<file path="config.mk">
export PLATFORM = sky130hd
export DESIGN_NAME = priority_schedule_wait_times
export DESIGN_NICKNAME = d
export VERILOG_FILES = /design/src/design/psw_pkg.sv /design/src/design/psw_cell.sv /design/src/design/priority_schedule_wait_times.sv
export SDC_FILE = /design/constraint.sdc
export NUM_CORES = 2
export LEC_CHECK = 0
export BUFFER_PORTS_ARGS = -buffer_cell sky130_fd_sc_hd__buf_2
export CAP_MARGIN = 5
export CELL_PAD_IN_SITES_DETAIL_PLACEMENT = 1
export CELL_PAD_IN_SITES_GLOBAL_PLACEMENT = 2
export CORE_ASPECT_RATIO = 0.6
export CORE_UTILIZATION = 47
export DETAILED_ROUTE_END_ITERATION = 7
export GPL_TIMING_DRIVEN = 0
export PLACE_DENSITY = 0.95
export REMOVE_ABC_BUFFERS = 1
export SYNTH_ARGS = -nofsm -noshare
export SYNTH_HDL_FRONTEND = slang
export SYNTH_HIERARCHICAL = 1
export SYNTH_SLANG_ARGS = --single-unit
</file>
<file path="constraint.sdc">
create_clock -name clock -period 14.2 [get_ports clock]
set_input_delay 0.71 -clock clock [delete_from_list [all_inputs] [get_ports clock]]
set_output_delay 0.71 -clock clock [all_outputs]
set_load 0.01 [all_outputs]
</file>
<file path="src/design/psw_pkg.sv">
// Shared types and constants for the priority schedule block.
package psw_pkg;

   localparam int BURST_W = 16;
   localparam int PRIO_W  = 8;
   localparam int INDEX_W = 5;
   localparam int TIME_W  = 21;

   localparam logic [TIME_W-1:0] TIME_MAX = {TIME_W{1'b1}};

   // One held job in a cell of the sort chain.
   typedef struct packed {
      logic               valid;
      logic [BURST_W-1:0] burst;
      logic [PRIO_W-1:0]  prio;
      logic [INDEX_W-1:0] index;
   } job_type;

   // Command broadcast to every cell in a cycle.
   typedef struct packed {
      logic    insert;
      logic    drain;
      job_type job;
   } cell_cmd_type;

endpackage

</file>
<file path="src/design/psw_cell.sv">
// One cell of the insertion sort chain: holds a job, shifts up on insert, down on drain.
module psw_cell (
   input  logic                  clock,
   input  logic                  reset,
   input  psw_pkg::cell_cmd_type cmd,
   input  psw_pkg::job_type      prev_job,
   input  logic                  prev_displaced,
   input  psw_pkg::job_type      next_job,
   output psw_pkg::job_type      job,
   output logic                  displaced
);

   psw_pkg::job_type job_ff;
   psw_pkg::job_type job_in;

   // Strict compare keeps equal priorities in arrival order.
   assign displaced = !job_ff.valid || (job_ff.prio > cmd.job.prio);
   assign job       = job_ff;

   always_comb begin
      job_in = job_ff;
      if (cmd.drain) begin
         job_in = next_job;
      end else if (cmd.insert && displaced) begin
         job_in = prev_displaced ? prev_job : cmd.job;
      end
   end

   always_ff @(posedge clock) begin
      if (reset) begin
         job_ff.valid <= 1'b0;
      end else begin
         job_ff <= job_in;
      end
   end

endmodule

</file>
<file path="src/design/priority_schedule_wait_times.sv">
// Top level of the nonpreemptive priority scheduler with a systolic sort chain.
//
// Jobs are loaded one transfer per cycle on the req_ channel while req_stall
// is low; each transfer is placed into its sorted slot in a chain of MAX_JOBS
// cells in the same cycle, so loading runs at one job per clock. Ties keep
// arrival order. The transfer with req_last_item set closes the batch:
// req_stall then goes high and the chain drains one job per cycle from its
// head into the rsp_ output register, except while rsp_stall holds a result.
// Moving the final result into the output register frees the loader, so the
// next batch may begin while that result still waits. Jobs beyond MAX_JOBS
// are dropped and every result of that batch shows rsp_overflow. Waiting and
// turnaround times saturate at their 21-bit maximum.
module priority_schedule_wait_times #(
   parameter int MAX_JOBS = 32
) (
   input  logic        clock,
   input  logic        reset,
   // job input
   input  logic        req_valid,
   output logic        req_stall,
   input  logic [15:0] req_burst_time,
   input  logic [7:0]  req_priority_req,
   input  logic        req_last_item,
   // schedule output
   output logic        rsp_valid,
   input  logic        rsp_stall,
   output logic [4:0]  rsp_job_number,
   output logic [15:0] rsp_job_burst,
   output logic [7:0]  rsp_job_priority,
   output logic [20:0] rsp_wait_ticks,
   output logic [20:0] rsp_finish_ticks,
   output logic        rsp_overflow,
   output logic        rsp_last_result
);

   localparam int CNT_W = $clog2(MAX_JOBS + 1);

   typedef enum logic {
      ST_LOAD,
      ST_DRAIN
   } state_type;

   // control
   state_type   state_ff,  state_in;
   logic [CNT_W-1:0] count_ff, count_in;
   logic        ovf_ff,    ovf_in;
   logic [psw_pkg::TIME_W-1:0] wait_ff, wait_in;

   // output register
   logic        rsp_valid_ff, rsp_valid_in;
   logic [psw_pkg::INDEX_W-1:0] num_ff, num_in;
   logic [psw_pkg::BURST_W-1:0] burst_ff, burst_in;
   logic [psw_pkg::PRIO_W-1:0]  prio_ff, prio_in;
   logic [psw_pkg::TIME_W-1:0]  wt_ff, wt_in;
   logic [psw_pkg::TIME_W-1:0]  tat_ff, tat_in;
   logic        rovf_ff, rovf_in;
   logic        rlast_ff, rlast_in;

   logic        accept;
   logic        full;
   logic        out_free;
   logic        pop;
   logic        pop_last;
   logic [psw_pkg::TIME_W:0]   sum;
   logic [psw_pkg::TIME_W-1:0] sum_sat;

   psw_pkg::cell_cmd_type cmd;
   psw_pkg::job_type      cell_job  [MAX_JOBS];
   logic                  cell_disp [MAX_JOBS];

   assign req_stall = (state_ff != ST_LOAD);
   assign accept    = req_valid && !req_stall;
   assign full      = (count_ff >= CNT_W'(MAX_JOBS));
   assign out_free  = !rsp_valid_ff || !rsp_stall;
   assign pop       = (state_ff == ST_DRAIN) && out_free;
   // head is the final job when the cell behind it is empty
   assign pop_last  = !cell_job[1].valid;

   // broadcast to the chain
   always_comb begin
      cmd.insert    = accept && !full;
      cmd.drain     = pop;
      cmd.job.valid = 1'b1;
      cmd.job.burst = req_burst_time;
      cmd.job.prio  = req_priority_req;
      cmd.job.index = psw_pkg::INDEX_W'(count_ff);
   end

   for (genvar i = 0; i < MAX_JOBS; i++) begin : g_cell
      psw_pkg::job_type prev_job;
      psw_pkg::job_type next_job;
      logic             prev_disp;

      if (i == 0) begin : g_head
         assign prev_job  = '0;
         assign prev_disp = 1'b0;
      end else begin : g_body
         assign prev_job  = cell_job[i-1];
         assign prev_disp = cell_disp[i-1];
      end

      if (i == MAX_JOBS - 1) begin : g_tail
         assign next_job = '0;
      end else begin : g_mid
         assign next_job = cell_job[i+1];
      end

      psw_cell u_cell (
         .clock          (clock),
         .reset          (reset),
         .cmd            (cmd),
         .prev_job       (prev_job),
         .prev_displaced (prev_disp),
         .next_job       (next_job),
         .job            (cell_job[i]),
         .displaced      (cell_disp[i])
      );
   end

   // running wait plus head burst, saturated
   assign sum     = {1'b0, wait_ff} + (psw_pkg::TIME_W + 1)'(cell_job[0].burst);
   assign sum_sat = sum[psw_pkg::TIME_W] ? psw_pkg::TIME_MAX : sum[psw_pkg::TIME_W-1:0];

   always_comb begin
      state_in     = state_ff;
      count_in     = count_ff;
      ovf_in       = ovf_ff;
      wait_in      = wait_ff;
      rsp_valid_in = rsp_valid_ff && rsp_stall;
      num_in       = num_ff;
      burst_in     = burst_ff;
      prio_in      = prio_ff;
      wt_in        = wt_ff;
      tat_in       = tat_ff;
      rovf_in      = rovf_ff;
      rlast_in     = rlast_ff;

      unique case (state_ff)
         ST_LOAD: begin
            if (accept) begin
               if (full) begin
                  ovf_in = 1'b1;
               end else begin
                  count_in = count_ff + 1'b1;
               end
               if (req_last_item) begin
                  state_in = ST_DRAIN;
               end
            end
         end
         ST_DRAIN: begin
            if (pop) begin
               rsp_valid_in = 1'b1;
               num_in       = cell_job[0].index;
               burst_in     = cell_job[0].burst;
               prio_in      = cell_job[0].prio;
               wt_in        = wait_ff;
               tat_in       = sum_sat;
               rovf_in      = ovf_ff;
               rlast_in     = pop_last;
               wait_in      = sum_sat;
               if (pop_last) begin
                  state_in = ST_LOAD;
                  count_in = '0;
                  ovf_in   = 1'b0;
                  wait_in  = '0;
               end
            end
         end
         default: begin
            state_in = ST_LOAD;
         end
      endcase
   end

   always_ff @(posedge clock) begin
      if (reset) begin
         state_ff     <= ST_LOAD;
         count_ff     <= '0;
         ovf_ff       <= 1'b0;
         wait_ff      <= '0;
         rsp_valid_ff <= 1'b0;
      end else begin
         state_ff     <= state_in;
         count_ff     <= count_in;
         ovf_ff       <= ovf_in;
         wait_ff      <= wait_in;
         rsp_valid_ff <= rsp_valid_in;
      end
   end

   always_ff @(posedge clock) begin
      num_ff   <= num_in;
      burst_ff <= burst_in;
      prio_ff  <= prio_in;
      wt_ff    <= wt_in;
      tat_ff   <= tat_in;
      rovf_ff  <= rovf_in;
      rlast_ff <= rlast_in;
   end

   assign rsp_valid        = rsp_valid_ff;
   assign rsp_job_number   = num_ff;
   assign rsp_job_burst    = burst_ff;
   assign rsp_job_priority = prio_ff;
   assign rsp_wait_ticks   = wt_ff;
   assign rsp_finish_ticks = tat_ff;
   assign rsp_overflow     = rovf_ff;
   assign rsp_last_result  = rlast_ff;

endmodule

</file>
==> impl_metrics.env <==
export IMPL_timing_worst_slew_pin_value_ns=1.36
export IMPL_holdCritPathClass="primary input to register"
export IMPL_post_detailed_placement_half_perimeter_wirelength_um=115000
export IMPL_timing_hold_worst_start="rsp_stall"
export IMPL_rsz0062_at_grt="no"
export IMPL_post_synth_inst_count=5711
export IMPL_timing_final_crit_period_ns=4.54
export IMPL_worstHoldEndpoint="rsp_valid"
export IMPL_routabilityCongestion=0.813
export IMPL_ctsResizeCount=0
export IMPL_routed_via_density=5.95
export IMPL_starting_density_of_the_core_pct=47.5
export IMPL_finalSetupTns_ns=0
export IMPL_grt_first_pass_wirelength_um=265000
export IMPL_cts_root_buffer="sky130_fd_sc_hd__clkbuf_16"
export IMPL_post_route_cells_drive_above_1_share_pct=8.05
export IMPL_tritoncts_num_buffers=103
export IMPL_post_synth_instance_area_mm2=0.0615
export IMPL_globalRoute_totalOverflow=0
export IMPL_hold_viol=0
export IMPL_ir_worst_vdd_mv=0.0989
export IMPL_tritoncts_num_sinks=1063
export IMPL_timing_reg2reg_worst_path_depth=9
export IMPL_grt_antenna_before_repair=2
export IMPL_final_nets=6072
export IMPL_switching_share_pct=28.3
export IMPL_core_area_mm2=0.129
export IMPL_pwr_share_seq_pct=49.1
export IMPL_timing_clock_skew_ns=0.0458
export IMPL_relSlewSlack_pct=9.34
export IMPL_clock_insertion_delay_worst_skew_ns=0.75
export IMPL_grt_util_all_layers_pct=25.0
export IMPL_syn_mean_instance_area_um2=10.8
export IMPL_power_per_cell_area_mw_per_mm2=123
export IMPL_cts_max_level=3
export IMPL_power_combinational_fraction_pct=15.6
export IMPL_min_delay_path_depth=3
export IMPL_ys_warn_count=6
export IMPL_path_clk_slew_ns=0.06
export IMPL_via_count_of_the_first_global_routing_pass=46644
export IMPL_dieHeight_um=282
export IMPL_drt_antenna_violating_nets=0
export IMPL_timing_final_max_slew_violations=0
export IMPL_design_die_area_mm2=0.132
export IMPL_critical_path_reg2reg_endpoint="g_cell[26].u_cell/job[20]"
export IMPL_drt_total_wl_um=168000
export IMPL_num_rows=102
export IMPL_critPathRequiredTime_ns=14.63
export IMPL_commonest_cells_after_routing_fill_and_taps_aside="sky130_fd_sc_hd__edfxtp_1 (1001), sky130_fd_sc_hd__nand2_1 (990), sky130_fd_sc_hd__mux2i_1 (962)"
export IMPL_critical_path_startpoint_type="register"
export IMPL_cts_hold_fix_bufs=0
export IMPL_cts_tree="yes"
export IMPL_ios=104
export IMPL_die_width_um=469
export IMPL_dr_total_vias=45066
export IMPL_timing_rr_start="req_stall"
export IMPL_power_net_switching_w=0.00239
export IMPL_placement_io_buffers=103
export IMPL_power_internal_w=0.00606
export IMPL_routed_wire_length_per_instance_um=22.2
export IMPL_final_setup_viol_count=0
export IMPL_layout_commonest_cell="sky130_fd_sc_hd__edfxtp_1"
export IMPL_worstPathMaxFanout=213
export IMPL_n_fill_cell=13788
export IMPL_outcome="finished, final reports clean"
export IMPL_area_growth_syn_to_layout_pct=11.8
export IMPL_remaining_drc_errors=0
export IMPL_dr_pass1_iters=5
export IMPL_utilization_pct=53.1
export IMPL_rrSetupSlack_ns=9.66
export IMPL_design_power_total_w=0.00845
export IMPL_cts_max_path_buffers=3
export IMPL_max_capacitance_violation_count=0
export IMPL_drtIter0Drc=3951
export IMPL_post_cts_repair_setup_buffers=0
export IMPL_share_clk_of_total_power_pct=35.4
export IMPL_largest_net_degree_at_the_start_of_global_routing=214
export IMPL_worstSetupPathType="register to register"
export IMPL_cellLeakagePower_nw=30.7
export IMPL_arrival_ns=4.97
export IMPL_final_period_utilization_pct=31.9
export IMPL_critPathCaptureType="register"
export IMPL_max_freq_ghz=0.220
[flip-flops by register name, indices dropped and copies added (netlist names)]
signal and count:
count_ff 6, g_cell.u_cell/job 960, ovf_ff 1, req_stall 1, rsp_finish_ticks 21, rsp_job_burst 16
rsp_job_number 5, rsp_job_priority 8, rsp_last_result 1, rsp_overflow 1, rsp_valid 1, rsp_wait_ticks 21
wait_ff 21
[worst max-delay path, cell delays in order (launching register included)]
cell                       delay [ns]
sky130_fd_sc_hd__dfxtp_1         0.45
sky130_fd_sc_hd__nand2_1         0.29
sky130_fd_sc_hd__inv_8           0.48
sky130_fd_sc_hd__buf_16          0.59
sky130_fd_sc_hd__buf_16          0.62
sky130_fd_sc_hd__buf_16          0.42
sky130_fd_sc_hd__o21bai_1        0.23
sky130_fd_sc_hd__o41ai_4         0.23
sky130_fd_sc_hd__buf_6           0.30
sky130_fd_sc_hd__buf_6           0.22
[power groups by stage]
stage | sequential [W] | clock (W) | combinational [W]
after floorplan | 0.00419 | 0 | 0.00113
after global placement | 0.00431 | 0 | 0.00156
after detailed placement | 0.00421 | 0 | 0.00127
after CTS | 0.00415 | 0.00304 | 0.00130
after global routing | 0.00418 | 0.00315 | 0.00146
final | 0.00415 | 0.00299 | 0.00131
[per-layer routing]
layer,part of all wire [%],GRT usage (%),up-vias
met1,51,38.7,22999
met2,44,37.6,1012
li1,-,-,20879
met4,1.3,4.28,2
met5,0.0071,0,-
met3,4.6,3.12,174
[stage by stage]
step | setup slack, ns | hold slack (ns) | instance area [um2] | cells
global route | 9.35 | 0.254 | 68700 | 7571
CTS | 9.74 | 0.202 | 68600 | 7566
finish | 9.66 | 0.248 | 68700 | 7571
detailed placement | 9.38 | 0.419 | 65000 | 7375
global placement | -43.30 | 0.422 | 62500 | 7259
floorplan | -21.22 | 0.409 | 59800 | 5440
[worst max-delay path by stage]
stage,startpoint,endpoint,slack [ns],depth (start not counted)
floorplan,rsp_stall,count_ff[0],-21.22,6
global placement,rsp_stall,count_ff[5],-43.30,7
detailed placement,rsp_stall,g_cell[27].u_cell/job[13],9.38,11
CTS,req_stall,g_cell[26].u_cell/job[20],9.74,9
global route,req_stall,g_cell[26].u_cell/job[20],9.35,9
finish,req_stall,g_cell[26].u_cell/job[20],9.66,9
[cell type report]
class | instances | area (um2) | area share (%)
diodes | 1 | 2.50 | 0.00364
clock buffers | 126 | 2800 | 4.07
clock inverters | 65 | 807 | 1.17
inverters | 303 | 1140 | 1.67
multi-input cells | 4074 | 28100 | 40.9
flip-flops and latches | 1063 | 31300 | 45.6
well taps | 1716 | 2150 | 3.12
repair buffers | 223 | 2420 | 3.53
Note: power is estimated with default switching activity, not from simulation.
